## src/rtl/rbim_pkg.sv

```systemverilog
// Shared types and constants for the ring buffer index manager.
// No dependencies; every other file imports this package.
package rbim_pkg;

    // Fixed field widths
    localparam int KindW     = 3;
    localparam int FieldW    = 10;
    localparam int SlotW     = 11;
    localparam logic [SlotW-1:0] SlotReset = 11'd1024;

    // Request kinds; codes five to seven are ignored
    typedef enum logic [KindW-1:0] {
        KIND_RESERVE     = 3'd0,
        KIND_COMMIT      = 3'd1,
        KIND_PEEK        = 3'd2,
        KIND_REL_EXACT   = 3'd3,
        KIND_REL_UPTO    = 3'd4
    } t_kind;

    // Controller states
    typedef enum logic [1:0] {
        ST_IDLE,
        ST_APPLY,
        ST_STATUS
    } t_state;

    // Commands from controller to datapath
    typedef struct packed {
        logic load;     // capture request and pre-state counts
        logic apply;    // compute result fields, move pointers
        logic finish;   // compute post-state status, fill output word
    } t_dp_cmd;

endpackage

```

## src/rtl/rbim_ctrl.sv

```systemverilog
// Controller state machine for the ring buffer index manager.
// Depends on rbim_pkg; drives the handshakes and the datapath commands.
module rbim_ctrl import rbim_pkg::*; (
    input  logic    i_clk,
    input  logic    i_rst_n,
    input  logic    i_in_valid,
    output logic    o_in_stall,
    output logic    o_out_valid,
    input  logic    i_out_stall,
    output t_dp_cmd o_cmd
);

    t_state r_state, n_state;
    logic   r_out_valid;
    logic   in_acc;
    logic   slot_free;

    assign in_acc    = i_in_valid && !o_in_stall;
    assign slot_free = !r_out_valid || !i_out_stall;

    // Next state
    always_comb begin
        n_state = r_state;
        unique case (r_state)
            ST_IDLE: begin
                if (in_acc) n_state = ST_APPLY;
            end
            ST_APPLY: begin
                n_state = ST_STATUS;
            end
            ST_STATUS: begin
                if (slot_free) n_state = ST_IDLE;
            end
            default: begin
                n_state = ST_IDLE;
            end
        endcase
    end

    // Outputs
    always_comb begin
        o_in_stall   = 1'b1;
        o_cmd        = '0;
        unique case (r_state)
            ST_IDLE: begin
                o_in_stall = 1'b0;
                o_cmd.load = i_in_valid;
            end
            ST_APPLY: begin
                o_cmd.apply = 1'b1;
            end
            ST_STATUS: begin
                o_cmd.finish = slot_free;
            end
            default: begin
                o_in_stall = 1'b1;
            end
        endcase
    end

    // State and output word flag
    always_ff @(posedge i_clk) begin
        if (!i_rst_n) begin
            r_state     <= ST_IDLE;
            r_out_valid <= 1'b0;
        end else begin
            r_state <= n_state;
            if (o_cmd.finish) begin
                r_out_valid <= 1'b1;
            end else if (r_out_valid && !i_out_stall) begin
                r_out_valid <= 1'b0;
            end
        end
    end

    assign o_out_valid = r_out_valid;

    // An accepted word walks through apply and status
    a_walk: assert property (@(posedge i_clk) disable iff (!i_rst_n)
        in_acc |=> (r_state == ST_APPLY) ##1 (r_state == ST_STATUS))
        else $error("accepted word did not advance through apply and status");

    // Status waits while the output word is still held
    a_wait: assert property (@(posedge i_clk) disable iff (!i_rst_n)
        (r_state == ST_STATUS && r_out_valid && i_out_stall) |=> (r_state == ST_STATUS))
        else $error("status stage left while output word was stalled");

    // A new output word only comes from the status stage
    a_src: assert property (@(posedge i_clk) disable iff (!i_rst_n)
        $rose(r_out_valid) |-> ($past(r_state) == ST_STATUS))
        else $error("output word raised outside the status stage");

endmodule

```

## src/rtl/rbim_datapath.sv

```systemverilog
// Datapath for the ring buffer index manager: capacity, head and tail
// pointers, request arithmetic and the output word. Depends on rbim_pkg.
module rbim_datapath import rbim_pkg::*; #(
    parameter int MAX_SLOTS = 1024
) (
    input  logic                i_clk,
    input  logic                i_rst_n,
    input  t_dp_cmd             i_cmd,
    input  logic                i_cfg_wen,
    input  logic [SlotW-1:0]    i_cfg_wdata,
    input  logic [KindW-1:0]    i_kind,
    input  logic [FieldW-1:0]   i_request_count,
    output logic [FieldW-1:0]   o_start_offset,
    output logic [FieldW-1:0]   o_first_run,
    output logic [FieldW-1:0]   o_second_run,
    output logic [FieldW-1:0]   o_granted,
    output logic [FieldW-1:0]   o_used_count,
    output logic [FieldW-1:0]   o_free_count,
    output logic                o_is_empty,
    output logic                o_is_full,
    output logic                o_error
);

    localparam int PW = $clog2(MAX_SLOTS);
    localparam int CW = PW + 1;
    localparam int AW = (CW > SlotW) ? CW : SlotW;
    localparam logic [CW-1:0] CapReset = CW'((MAX_SLOTS < 1024) ? MAX_SLOTS : 1024);
    localparam logic [AW-1:0] CapMax   = AW'(MAX_SLOTS);
    localparam logic [AW-1:0] CapMin   = AW'(2);

    // Control state
    logic [CW-1:0] r_cap;
    logic [PW-1:0] r_wp, r_rp;

    // Request stage
    logic [KindW-1:0] r_kind;
    logic [AW-1:0]    r_n, r_used, r_free;

    // Result stage
    logic [FieldW-1:0] r_start, r_first, r_second, r_granted;
    logic              r_err;

    // Output word
    logic [FieldW-1:0] r_o_start, r_o_first, r_o_second, r_o_granted;
    logic [FieldW-1:0] r_o_used, r_o_free;
    logic              r_o_empty, r_o_full, r_o_err;

    logic [AW-1:0] cap_e, wp_e, rp_e, wd_e, cap_wr;
    logic [AW-1:0] used_now, free_now;
    logic [AW-1:0] base, m, m_clamp, room, first_s, second_s, adv;
    logic [AW-1:0] start, granted, rsv_first, rsv_second;
    logic          err, is_rsv, upd_wp, upd_rp;
    logic [PW-1:0] n_ptr;

    assign cap_e = AW'(r_cap);
    assign wp_e  = AW'(r_wp);
    assign rp_e  = AW'(r_rp);

    // Clamp a written capacity into the legal range
    assign wd_e = AW'(i_cfg_wdata);
    always_comb begin
        priority if (wd_e < CapMin) begin
            cap_wr = CapMin;
        end else if (wd_e > CapMax) begin
            cap_wr = CapMax;
        end else begin
            cap_wr = wd_e;
        end
    end

    // Occupancy of the current pointers
    assign used_now = (rp_e <= wp_e) ? (wp_e - rp_e) : (cap_e - rp_e + wp_e);
    assign free_now = cap_e - AW'(1) - used_now;

    // Free runs for a reserve
    always_comb begin
        rsv_second = '0;
        priority if (rp_e > wp_e) begin
            rsv_first = rp_e - wp_e - AW'(1);
        end else if (rp_e == '0) begin
            rsv_first = cap_e - wp_e - AW'(1);
        end else begin
            rsv_first  = cap_e - wp_e;
            rsv_second = rp_e - AW'(1);
        end
    end

    // Per-kind decode: start, run length, error, pointer to move
    assign m_clamp = (r_n < r_used) ? r_n : r_used;
    always_comb begin
        base    = wp_e;
        m       = '0;
        start   = '0;
        granted = '0;
        err     = 1'b0;
        is_rsv  = 1'b0;
        upd_wp  = 1'b0;
        upd_rp  = 1'b0;
        unique case (r_kind)
            KIND_RESERVE: begin
                start   = wp_e;
                granted = r_free;
                is_rsv  = 1'b1;
            end
            KIND_COMMIT: begin
                start = wp_e;
                if (r_n > r_free) begin
                    err = 1'b1;
                end else begin
                    m       = r_n;
                    granted = r_n;
                    upd_wp  = 1'b1;
                end
            end
            KIND_PEEK: begin
                start   = rp_e;
                base    = rp_e;
                granted = r_used;
                if (r_n != '0 && r_used != '0) m = m_clamp;
            end
            KIND_REL_EXACT: begin
                start = rp_e;
                base  = rp_e;
                if (r_n == '0 || r_n > r_used) begin
                    err = 1'b1;
                end else begin
                    m       = r_n;
                    granted = r_n;
                    upd_rp  = 1'b1;
                end
            end
            KIND_REL_UPTO: begin
                start   = rp_e;
                base    = rp_e;
                m       = m_clamp;
                granted = m_clamp;
                upd_rp  = 1'b1;
            end
            default: begin
                start = '0;
            end
        endcase
    end

    // Split the run at the buffer end and advance the pointer
    assign room     = cap_e - base;
    assign first_s  = (m < room) ? m : room;
    assign second_s = m - first_s;
    always_comb begin
        adv = base + m;
        if (adv >= cap_e) adv = adv - cap_e;
    end
    assign n_ptr = PW'(adv);

    // Capacity and pointers
    always_ff @(posedge i_clk) begin
        if (!i_rst_n) begin
            r_cap <= CapReset;
            r_wp  <= '0;
            r_rp  <= '0;
        end else if (i_cfg_wen) begin
            r_cap <= CW'(cap_wr);
            r_wp  <= '0;
            r_rp  <= '0;
        end else if (i_cmd.apply) begin
            if (upd_wp) r_wp <= n_ptr;
            if (upd_rp) r_rp <= n_ptr;
        end
    end

    // Request, result and output words
    always_ff @(posedge i_clk) begin
        if (i_cmd.load) begin
            r_kind <= i_kind;
            r_n    <= AW'(i_request_count);
            r_used <= used_now;
            r_free <= free_now;
        end
        if (i_cmd.apply) begin
            r_start   <= FieldW'(start);
            r_first   <= FieldW'(is_rsv ? rsv_first : first_s);
            r_second  <= FieldW'(is_rsv ? rsv_second : second_s);
            r_granted <= FieldW'(granted);
            r_err     <= err;
        end
        if (i_cmd.finish) begin
            r_o_start   <= r_start;
            r_o_first   <= r_first;
            r_o_second  <= r_second;
            r_o_granted <= r_granted;
            r_o_err     <= r_err;
            r_o_used    <= FieldW'(used_now);
            r_o_free    <= FieldW'(free_now);
            r_o_empty   <= (r_wp == r_rp);
            r_o_full    <= (free_now == '0);
        end
    end

    assign o_start_offset = r_o_start;
    assign o_first_run    = r_o_first;
    assign o_second_run   = r_o_second;
    assign o_granted      = r_o_granted;
    assign o_used_count   = r_o_used;
    assign o_free_count   = r_o_free;
    assign o_is_empty     = r_o_empty;
    assign o_is_full      = r_o_full;
    assign o_error        = r_o_err;

    // Pointers stay inside the capacity
    a_ptr: assert property (@(posedge i_clk) disable iff (!i_rst_n)
        (wp_e < cap_e) && (rp_e < cap_e))
        else $error("pointer at or beyond capacity");

    // Capacity stays in its legal range
    a_cap: assert property (@(posedge i_clk) disable iff (!i_rst_n)
        (cap_e >= CapMin) && (cap_e <= CapMax))
        else $error("capacity out of range");

    // A rejected request grants nothing
    a_err: assert property (@(posedge i_clk) disable iff (!i_rst_n)
        i_cmd.apply |=> (!r_err || (r_granted == '0 && r_first == '0 && r_second == '0)))
        else $error("rejected request reported a run");

endmodule

```

## src/rtl/ring_buffer_index_manager.sv

```systemverilog
// Top level of the ring buffer index manager: controller plus datapath.
// Depends on rbim_pkg, rbim_ctrl and rbim_datapath.
//
//   channel   direction   handshake                  payload
//   in        input       i_in_valid / o_in_stall    i_kind, i_request_count
//   out       output      o_out_valid / i_out_stall  o_start_offset .. o_error
//   cfg       input       i_cfg_wen                  i_cfg_wdata (slot_count)
//
// A request passes through three steps: accept, apply (run split and pointer move),
// status (occupancy after the move), set by the controller's three states.
// The next request is accepted the cycle after status while the output word waits.
// Status holds while a previous output word is still stalled.
// Synchronous active-low reset; capacity resets to 1024 (or MAX_SLOTS), pointers to 0.
// A capacity write also empties the buffer.
module ring_buffer_index_manager import rbim_pkg::*; #(
    parameter int MAX_SLOTS = 1024
) (
    input  logic                i_clk,
    input  logic                i_rst_n,
    input  logic                i_cfg_wen,
    input  logic [SlotW-1:0]    i_cfg_wdata,
    input  logic                i_in_valid,
    output logic                o_in_stall,
    input  logic [KindW-1:0]    i_kind,
    input  logic [FieldW-1:0]   i_request_count,
    output logic                o_out_valid,
    input  logic                i_out_stall,
    output logic [FieldW-1:0]   o_start_offset,
    output logic [FieldW-1:0]   o_first_run,
    output logic [FieldW-1:0]   o_second_run,
    output logic [FieldW-1:0]   o_granted,
    output logic [FieldW-1:0]   o_used_count,
    output logic [FieldW-1:0]   o_free_count,
    output logic                o_is_empty,
    output logic                o_is_full,
    output logic                o_error
);

    t_dp_cmd cmd;

    rbim_ctrl u_ctrl (
        .i_clk       (i_clk),
        .i_rst_n     (i_rst_n),
        .i_in_valid  (i_in_valid),
        .o_in_stall  (o_in_stall),
        .o_out_valid (o_out_valid),
        .i_out_stall (i_out_stall),
        .o_cmd       (cmd)
    );

    rbim_datapath #(
        .MAX_SLOTS (MAX_SLOTS)
    ) u_datapath (
        .i_clk           (i_clk),
        .i_rst_n         (i_rst_n),
        .i_cmd           (cmd),
        .i_cfg_wen       (i_cfg_wen),
        .i_cfg_wdata     (i_cfg_wdata),
        .i_kind          (i_kind),
        .i_request_count (i_request_count),
        .o_start_offset  (o_start_offset),
        .o_first_run     (o_first_run),
        .o_second_run    (o_second_run),
        .o_granted       (o_granted),
        .o_used_count    (o_used_count),
        .o_free_count    (o_free_count),
        .o_is_empty      (o_is_empty),
        .o_is_full       (o_is_full),
        .o_error         (o_error)
    );

endmodule

```

## config.mk

```make
export PLATFORM = sky130hd
export DESIGN_NAME = ring_buffer_index_manager
export DESIGN_NICKNAME = d
export VERILOG_FILES = /design/src/rtl/rbim_pkg.sv /design/src/rtl/rbim_ctrl.sv /design/src/rtl/rbim_datapath.sv /design/src/rtl/ring_buffer_index_manager.sv
export SDC_FILE = /design/constraint.sdc
export NUM_CORES = 1
export LEC_CHECK = 0
export BUFFER_PORTS_ARGS = -buffer_cell sky130_fd_sc_hd__buf_2
export CORE_ASPECT_RATIO = 2
export CORE_MARGIN = 2
export CORE_UTILIZATION = 61
export DETAILED_ROUTE_END_ITERATION = 7
export GPL_ROUTABILITY_DRIVEN = 0
export HOLD_SLACK_MARGIN = 0.03
export PLACE_DENSITY = 0.8
export SLEW_MARGIN = 10
export SYNTH_ARGS = -nofsm -noshare
export SYNTH_HDL_FRONTEND = slang
export SYNTH_HIERARCHICAL = 1
export SYNTH_SLANG_ARGS = --single-unit
```

## constraint.sdc

```tcl
create_clock -name i_clk -period 8 [get_ports i_clk]
set_clock_uncertainty 0.15 [all_clocks]
set_input_delay 1.2 -clock i_clk [delete_from_list [all_inputs] [get_ports i_clk]]
set_output_delay 1.2 -clock i_clk [all_outputs]
set_load 0.005 [all_outputs]
```

==> results.json, run 1 <==
{
  "cts_setup_buffers": 0,
  "finalHoldViolCount": 0,
  "ioPinCount": 94,
  "design_area_um2": 13200,
  "synthDominantCellAreaShare_pct": 35.3,
  "utilization_pct": 68.6,
  "ys_types": 80,
  "peakVddDrop_v": 0.000126,
  "wl_um": 32800,
  "leakage_nw": 5.47,
  "place_area_um2": 12600,
  "port_buffers": 93,
  "tns_ns": 0,
  "slew_headroom_pct": 14.5,
  "synth_edf_count": 139,
  "grt_remaining_overflow": 0,
  "clkTransAtPathRegs_ns": 0.07,
  "wl_per_cell_um": 21.0,
  "layout-drive-gt1-share_pct": 11.9,
  "cts_tree": "built",
  "clk_path_buf_depth": 2,
  "cp_max_fo": 23,
  "dp_cells": 1534,
  "first_pass_iters": 8,
  "synthCells": 1202,
  "die_h_um": 201,
  "synth_top_area_cell": "edfxtp_1",
  "cp.arrival_ns": 7.42,
  "num_rows": 72,
  "fill_cells": 1530,
  "worstMarginPinSlew_ns": 1.28,
  "status": "finished, violations left",
  "final_cell_mix": "edfxtp_1 (139), inv_1 (135), ha_1 (119)",
  "post_cts_resized": 0,
  "fin_cells": 1565,
  "synth.area.top_cells": "edfxtp_1 (35%), ha_1 (13%), dfxtp_1 (5.8%)",
  "hold_slack_ns": 0.268,
  "dp_hpwl_um": 25600,
  "power.total_mw": 2.82,
  "crit_slowest_cell": "edfxtp_1",
  "cts_hold_buf": 0,
  "initial_core_util_pct": 61.6,
  "insertion_delay_ns": 0.45,
  "end_kind": "flip-flop",
  "worstSetupPathType": "flip-flop to flip-flop",
  "grt_use_total_pct": 32.9,
  "setup_viol": 0,
  "h-tree-depth": 4,
  "die_area_um2": 20600,
  "dr.first_iter.drc_count": 678,
  "die_w_um": 102,
  "worstHoldPathType": "flip-flop to flip-flop",
  "dpl_worst_slack_ns": 0.781,
  "synth_area_um2": 11800,
  "syn-num-nets": 1367,
  "timing.final.crit_share_pct": 92.4,
  "period_needed_ns": 7.39,
  "clock.fmax_mhz": 135,
  "synth-async-reset-ratio_pct": 0,
  "ant_nets": 0,
  "antenna_found_initial": 0,
  "grt_max_degree": 64,
  "clkSinkCount": 173,
  "syn2layout_area_growth_pct": 11.4,
  "final_common_cell": "edfxtp_1",
  "critPathRequiredTime_ns": 8.02,
  "path_delay_family": "compound AO/OA/AOI/OAI gates",
  "ys_seq_elements": 173,
  "violations": "DRC",
  "maxSlewViolCount": 0,
  "drc": 1,
  "grt_pass1_wl_um": 50200,
  "startpoint_type": "flip-flop",
  "ys_seq_area_share_pct": 41.1,
  "synthFlopType": "edfxtp_1",
  "layout.nets": 1459,
  "numCtsBuffers": 17,
  "avgSynthCellArea_um2": 9.84,
  "critPathBufInv": 2,
  "fin_ws_ns": 0.607,
  "first_global_vias": 9772,
  "via_per_inst": 6.27,
  "max_cap_viol_count": 0,
  "vias": 9812,
  "power_density_nw_per_um2": 214,
  "clockRootBuffer": "clkbuf_16",
  "core_um2": 19200,
  "rsz0062_at_grt": "false",
  "ys_warn_count": 6,
  "slowest_delay_ns": 0.51,
  "n_antenna_cell": 0
}
-- registers in the layout, indices dropped and copies added (netlist names), 10 cells and up --
| register | count |
|---|---|
| u_datapath/r_wp | 10 |
| u_datapath/r_n | 10 |
| u_datapath/r_granted | 10 |
| u_datapath/o_second_run | 10 |
| u_datapath/o_free_count | 10 |
| u_datapath/r_second | 10 |
| u_datapath/r_first | 10 |
| u_datapath/r_free | 11 |
| u_datapath/r_rp | 10 |
| u_datapath/r_start | 10 |
| u_datapath/cap_e | 11 |
| u_datapath/o_granted | 10 |
| u_datapath/o_first_run | 10 |
| u_datapath/o_used_count | 10 |
| u_datapath/o_start_offset | 10 |
| u_datapath/r_used | 11 |
-- worst reg2reg max path: cells and delay by family, from the launching register on --
family / cells / cell delay, ns
adder cells (fa/ha/maj): 5 / 1.23
buffers and inverters: 2 / 0.29
AO/OA/AOI/OAI: 14 / 2.70
AND/OR/NAND/NOR: 10 / 1.66
multiplexers: 1 / 0.30
flip-flops: 1 / 0.51
XOR/XNOR: 2 / 0.30
-- layer usage --
metal | GRT usage (%) | wire length (um) | vias to the layer above
met2 | 55.3 | 16400 | 537
met5 | 0 | 0 | -
met4 | 30.0 | 3690 | 0
met1 | 33.0 | 10700 | 4538
li1 | - | - | 4513
met3 | 5.78 | 2010 | 224
-- worst paths after layout --
path,start,cells after the start,slack (ns),end
setup reg to reg,u_datapath/r_kind[1],34,0.61,u_datapath/r_second[8]
hold / removal,u_datapath/r_first[7],0,0.27,u_datapath/o_first_run[7]
hold reg to reg,u_datapath/r_first[7],0,0.27,u_datapath/o_first_run[7]
setup / recovery,u_datapath/r_kind[1],34,0.61,u_datapath/r_second[8]
-- layout make-up --
type	count	area [um^2]	area share [%]
multi-input cells	863	6370	48.4
flip-flops and latches	173	4850	36.9
repair buffers	103	541	4.11
inverters	136	510	3.88
clock buffers	19	433	3.29
well taps	259	324	2.46
clock inverters	12	138	1.05
-- synthesized netlist by cell type (18+ instances only) --
cell type  instances
edfxtp_1         139
mux2i_1           20
a21oi_1           86
xnor2_1           57
dfxtp_1           34
clkbuf_1          26
nor2_1            88
nor2b_1           18
xor2_1            18
inv_1            135
ha_1             119
a21o_1            24
nand2_1           82
o21ai_0           84
nor3_1            21
a211oi_1          21
-- logic make-up (layout without fill, tap and decap cells) --
family          count (synthesis)  after routing  synth area share, %
mux                            23             23                 1.98
fa+ha+maj                     136            136                 15.5
simple gates                  304            304                 12.9
other cells                     1              1               0.0317
buf+inv                       166            270                 5.35
compound gates                324            324                 17.7
flops                         173            173                 41.1
xor+xnor                       75             75                 5.56
-- report_power, final --
group	internal, mW	switching [mW]
clock network	0.460	0.354
logic	0.361	0.533
registers	1.07	0.0397
Note: power is estimated with default switching activity, not from simulation.
==> run 2: changes to the inputs <==
Settings changed: CORE_UTILIZATION 61 to 63, CTS_BUF_LIST set to sky130_fd_sc_hd__clkbuf_8, PLACE_DENSITY 0.8 to 0.82.
==> run 2 against run 1 <==
The run now ends clean. Critical path depth unchanged. Wire length shrank 2.1%. Clock-buffer cell count shrank 2. Combinational power is essentially flat. Non-clock buffer count is the same. Maximum frequency fell by 0.51%. Global-route usage increased by 0.28 points. Total power down 5.4%. Hold slack got worse by 0.0054 ns. Design area down 1.4%. Clock power down 19%. Critical endpoint unchanged. Highest routed layer unchanged.
==> results.json, run 2 (synthesized netlist as in run 1, its figures left out) <==
{
  "status": "complete, no violations",
  "maxSlewViolCount": 0,
  "startpoint_type": "flip-flop",
  "tns_ns": 0,
  "antenna_found_initial": 0,
  "core_um2": 18300,
  "n_antenna_cell": 0,
  "power_density_nw_per_um2": 205,
  "num_rows": 70,
  "clkTransAtPathRegs_ns": 0.10,
  "path_delay_family": "compound AO/OA/AOI/OAI gates",
  "hold_depth": 0,
  "r2r_slack_ns": 0.57,
  "swShare_pct": 34.5,
  "die_h_um": 198,
  "reg2regPathDepth": 34,
  "worstMarginPinSlew_ns": 1.25,
  "numCtsBuffers": 17,
  "p_sw_mw": 0.918,
  "hold_path_end": "u_datapath/o_second_run[9]",
  "grt_use_total_pct": 33.2,
  "worstSetupPathType": "flip-flop to flip-flop",
  "initial_core_util_pct": 64.6,
  "clk_path_buf_depth": 2,
  "first_pass_iters": 6,
  "drc": 0,
  "final_common_cell": "edfxtp_1",
  "met3_length_um": 1910,
  "clock.fmax_mhz": 135,
  "clkSinkCount": 173,
  "slew_headroom_pct": 16.1,
  "wl_per_cell_um": 21.1,
  "timing.final.crit_share_pct": 92.9,
  "h-tree-depth": 4,
  "die_w_um": 101,
  "grt_remaining_overflow": 0,
  "wl_um": 32200,
  "crit_slowest_cell": "edfxtp_1",
  "r2r_end": "u_datapath/r_second[8]",
  "route.met2.wl_um": 15900,
  "fill_cells": 1361,
  "peakVddDrop_v": 0.0000984,
  "critPathRequiredTime_ns": 8.06,
  "slowest_delay_ns": 0.52,
  "via_per_inst": 6.41,
  "cp.arrival_ns": 7.49,
  "insertion_delay_ns": 0.47,
  "port_buffers": 93,
  "cts_setup_buffers": 0,
  "clockRootBuffer": "clkbuf_8",
  "wl_met1_um": 10700,
  "post_cts_resized": 0,
  "end_kind": "flip-flop",
  "vias": 9770,
  "layout-drive-gt1-share_pct": 12.3,
  "reg.largest.list": "u_datapath/cap_e: 11 flops, u_datapath/r_free: 11 flops, u_datapath/r_used: 11 flops",
  "p_int_mw": 1.75,
  "final_cell_mix": "edfxtp_1 (139), inv_1 (135), ha_1 (119)",
  "syn2layout_area_growth_pct": 9.81,
  "ant_nets": 0,
  "reg2reg_from": "u_datapath/r_kind[1]",
  "cts_hold_buf": 0,
  "routed.top_layer": "met4",
  "critPathBufInv": 3,
  "layout.nets": 1459,
  "finalHoldViolCount": 0,
  "cts_tree": "built",
  "first_global_vias": 9659,
  "pwr-share-comb_pct": 33.6,
  "cp_max_fo": 23,
  "dp_cells": 1491,
  "setup_viol": 0,
  "p_clk_share_pct": 24.9,
  "fin_cells": 1523,
  "grt_pass1_wl_um": 49500,
  "max_cap_viol_count": 0,
  "die_area_um2": 19900,
  "worstHoldStart": "u_datapath/r_second[9]",
  "leakage_nw": 5.40,
  "utilization_pct": 70.9,
  "dp_hpwl_um": 25100,
  "ioPinCount": 94,
  "period_needed_ns": 7.43,
  "dr.first_iter.drc_count": 784,
  "rsz0062_at_grt": "false",
  "grt_max_degree": 64,
  "sequentialPowerShare_pct": 41.5,
  "worstHoldPathType": "flip-flop to flip-flop"
}
[run 2: cell count changes in the layout (fill, tap and decap cells not counted), sizes merged]
cell      change
clkbuf        -2
inv           +3
bufinv        +1
clkinvlp      +3
clkinv        -4
[run 2: cell type report]
cell class | instances | area, um^2 | area share (%)
Tap cell | 216 | 270 | 2.08
Multi-Input combinational cell | 863 | 6370 | 49.1
Clock buffer | 17 | 234 | 1.80
Timing Repair Buffer | 103 | 541 | 4.16
Sequential cell | 173 | 4850 | 37.4
Clock inverter | 15 | 203 | 1.56
Inverter | 136 | 510 | 3.93
[run 2: worst max-delay path by stage]
stage,endpoint,startpoint,depth (start not counted),slack [ns]
after floorplan,u_datapath/r_second[8],u_datapath/r_kind[1],37,1.50
final,u_datapath/r_second[8],u_datapath/r_kind[1],34,0.57
after global routing,u_datapath/r_second[8],u_datapath/r_kind[1],34,0.03
after detailed placement,u_datapath/r_second[8],u_datapath/r_kind[1],34,0.76
after CTS,u_datapath/r_second[8],u_datapath/r_kind[1],34,0.61
after global placement,u_datapath/r_second[8],u_datapath/r_kind[1],34,1.06
[run 2: through the flow]
stage	area (um^2)	hold slack (ns)	worst slack, ns	power (mW)
3_3_place_gp	12500	0.250	1.06	1.96
5_1_grt	13000	0.268	0.0290	2.80
2_1_floorplan	11800	0.250	1.50	1.77
4_1_cts	13000	0.269	0.609	2.64
3_5_place_dp	12500	0.255	0.757	1.99
6_report	13000	0.263	0.570	2.66
[run 2: power by group through the flow]
| stage | combinational [mW] | clock [mW] | sequential (mW) |
|---|---|---|---|
| floorplan | 0.663 | 0 | 1.11 |
| global placement | 0.836 | 0 | 1.12 |
| detailed placement | 0.862 | 0 | 1.12 |
| CTS | 0.872 | 0.668 | 1.10 |
| global route | 0.984 | 0.703 | 1.11 |
| finish | 0.896 | 0.662 | 1.11 |
[run 2: routing by layer]
layer	vias up	GRT usage, %
met1	4523	33.7
met3	217	5.19
met4	0	30.3
li1	4513	-
met2	517	56.6
met5	-	0
==> run 3: changes to the inputs <==
Clock period 8 ns to 8.8 ns, I/O delays scaled along.
==> run 3 against run 2 <==
Sequential power is 9% lower. Clock power is 19% lower. Critical endpoint unchanged. Hold slack better by 0.012 ns. Register-to-register slack better by 0.16 ns. Critical path depth is 2 lower. Maximum frequency is 7.9% lower. Utilization is 0.53 points lower. Total power is 11% lower. Largest power group unchanged.
==> results.json, run 3 (synthesized netlist as in run 1, its figures left out) <==
{
  "reg.largest.list": "u_datapath/cap_e: 11 flops, u_datapath/r_free: 11 flops, u_datapath/r_used: 11 flops",
  "clock.fmax_mhz": 124,
  "num_rows": 70,
  "fill_cells": 1369,
  "wl_per_cell_um": 21.6,
  "reg2regPathDepth": 32,
  "status": "complete, no violations",
  "clkTransAtPathRegs_ns": 0.09,
  "rsz0062_at_grt": "false",
  "worstHoldPathType": "flip-flop to flip-flop",
  "slew_headroom_pct": 22.1,
  "grt_max_degree": 64,
  "cts_tree": "built",
  "cts_setup_buffers": 0,
  "period_needed_ns": 8.07,
  "p_sw_mw": 0.835,
  "port_buffers": 93,
  "critPathRequiredTime_ns": 8.86,
  "clk_path_buf_depth": 2,
  "r2r_end": "u_datapath/r_second[8]",
  "worstHoldStart": "u_datapath/r_granted[9]",
  "n_antenna_cell": 0,
  "insertion_delay_ns": 0.48,
  "crit_slowest_cell": "edfxtp_1",
  "swShare_pct": 35.4,
  "first_pass_iters": 6,
  "leakage_nw": 5.36,
  "grt_remaining_overflow": 0,
  "worstSetupPathType": "flip-flop to flip-flop",
  "final_cell_mix": "edfxtp_1 (139), inv_1 (135), ha_1 (119)",
  "end_kind": "flip-flop",
  "via_per_inst": 6.50,
  "vias": 9871,
  "ioPinCount": 94,
  "startpoint_type": "flip-flop",
  "die_w_um": 101,
  "dr.first_iter.drc_count": 740,
  "timing.final.crit_share_pct": 91.7,
  "antenna_found_initial": 0,
  "initial_core_util_pct": 64.6,
  "p_int_mw": 1.52,
  "finalHoldViolCount": 0,
  "power_density_nw_per_um2": 183,
  "utilization_pct": 70.4,
  "peakVddDrop_v": 0.0000961,
  "cp_max_fo": 23,
  "reg2reg_from": "u_datapath/r_kind[0]",
  "first_global_vias": 9744,
  "final_common_cell": "edfxtp_1",
  "clockRootBuffer": "clkbuf_8",
  "dp_hpwl_um": 25500,
  "cp.arrival_ns": 8.13,
  "setup_viol": 0,
  "worst_path_most_repeated_cell": "o21ai_0",
  "ant_nets": 0,
  "clkSinkCount": 173,
  "p_clk_share_pct": 22.8,
  "wl_um": 32700,
  "multi_input_area_um2": 6370,
  "hold_depth": 0,
  "core_um2": 18300,
  "hold_path_end": "u_datapath/o_granted[9]",
  "critPathBufInv": 5,
  "layout.nets": 1455,
  "tns_ns": 0,
  "regArea_um2": 4850,
  "syn2layout_area_growth_pct": 8.99,
  "slowest_delay_ns": 0.70,
  "die_area_um2": 19900,
  "h-tree-depth": 4,
  "cts_hold_buf": 0,
  "layout-drive-gt1-share_pct": 11.7,
  "hold_slack_ns": 0.275,
  "die_h_um": 198,
  "post_cts_resized": 0,
  "maxSlewViolCount": 0,
  "max_cap_viol_count": 0,
  "grt_pass1_wl_um": 50500,
  "pwr-share-comb_pct": 34.4,
  "path_delay_family": "compound AO/OA/AOI/OAI gates",
  "worstMarginPinSlew_ns": 1.16,
  "sequentialPowerShare_pct": 42.8,
  "r2r_slack_ns": 0.73,
  "drc": 0,
  "numCtsBuffers": 17,
  "grt_use_total_pct": 33.8
}
-- run 3: cell count changes in the layout (fill, tap and decap cells not counted), sizes merged --
cell	before	now
clkinvlp	4	0
bufinv	3	1
clkinv	3	9
buf	103	99
-- run 3: worst max path at each step --
stage	startpoint	end	slack, ns	depth (start not counted)
detailed placement	u_datapath/r_kind[0]	u_datapath/r_second[8]	1.01	32
global route	u_datapath/r_kind[0]	u_datapath/r_second[8]	0.12	32
finish	u_datapath/r_kind[0]	u_datapath/r_second[8]	0.73	32
global placement	u_datapath/r_kind[0]	u_datapath/r_second[8]	1.47	32
floorplan	u_datapath/r_kind[1]	u_datapath/r_second[8]	2.30	37
CTS	u_datapath/r_kind[0]	u_datapath/r_second[8]	0.99	32
-- run 3: cell type report --
cell class / instances / area share (%)
repair buffers: 99 / 3.96
flip-flops and latches: 173 / 37.7
multi-input cells: 863 / 49.4
clock inverters: 15 / 1.08
clock buffers: 17 / 1.82
inverters: 136 / 3.96
well taps: 216 / 2.10
-- run 3: power by group through the flow --
stage               clock [mW]  combinational, mW  sequential [mW]
finish                   0.539              0.812             1.01
global route             0.573              0.889             1.01
CTS                      0.544              0.792             1.01
detailed placement           0              0.783             1.03
global placement             0              0.752             1.02
floorplan                    0              0.602             1.01
-- run 3: metal layers --
metal / up-vias / GRT usage [%] / share of wire [%]
li1: 4512 / - / -
met1: 4595 / 34.4 / 33
met2: 540 / 58.2 / 50
met3: 224 / 5.22 / 6.2
met4: 0 / 29.8 / 11
met5: - / 0 / 0
-- run 3: per-stage QoR --
stage | setup WS, ns | cells | power (mW) | cell area, um^2
5_1_grt | 0.120 | 1519 | 2.48 | 12900
3_3_place_gp | 1.47 | 1487 | 1.78 | 12500
3_5_place_dp | 1.01 | 1487 | 1.81 | 12500
2_1_floorplan | 2.30 | 1202 | 1.61 | 11800
4_1_cts | 0.986 | 1519 | 2.34 | 12900
6_report | 0.729 | 1519 | 2.36 | 12900
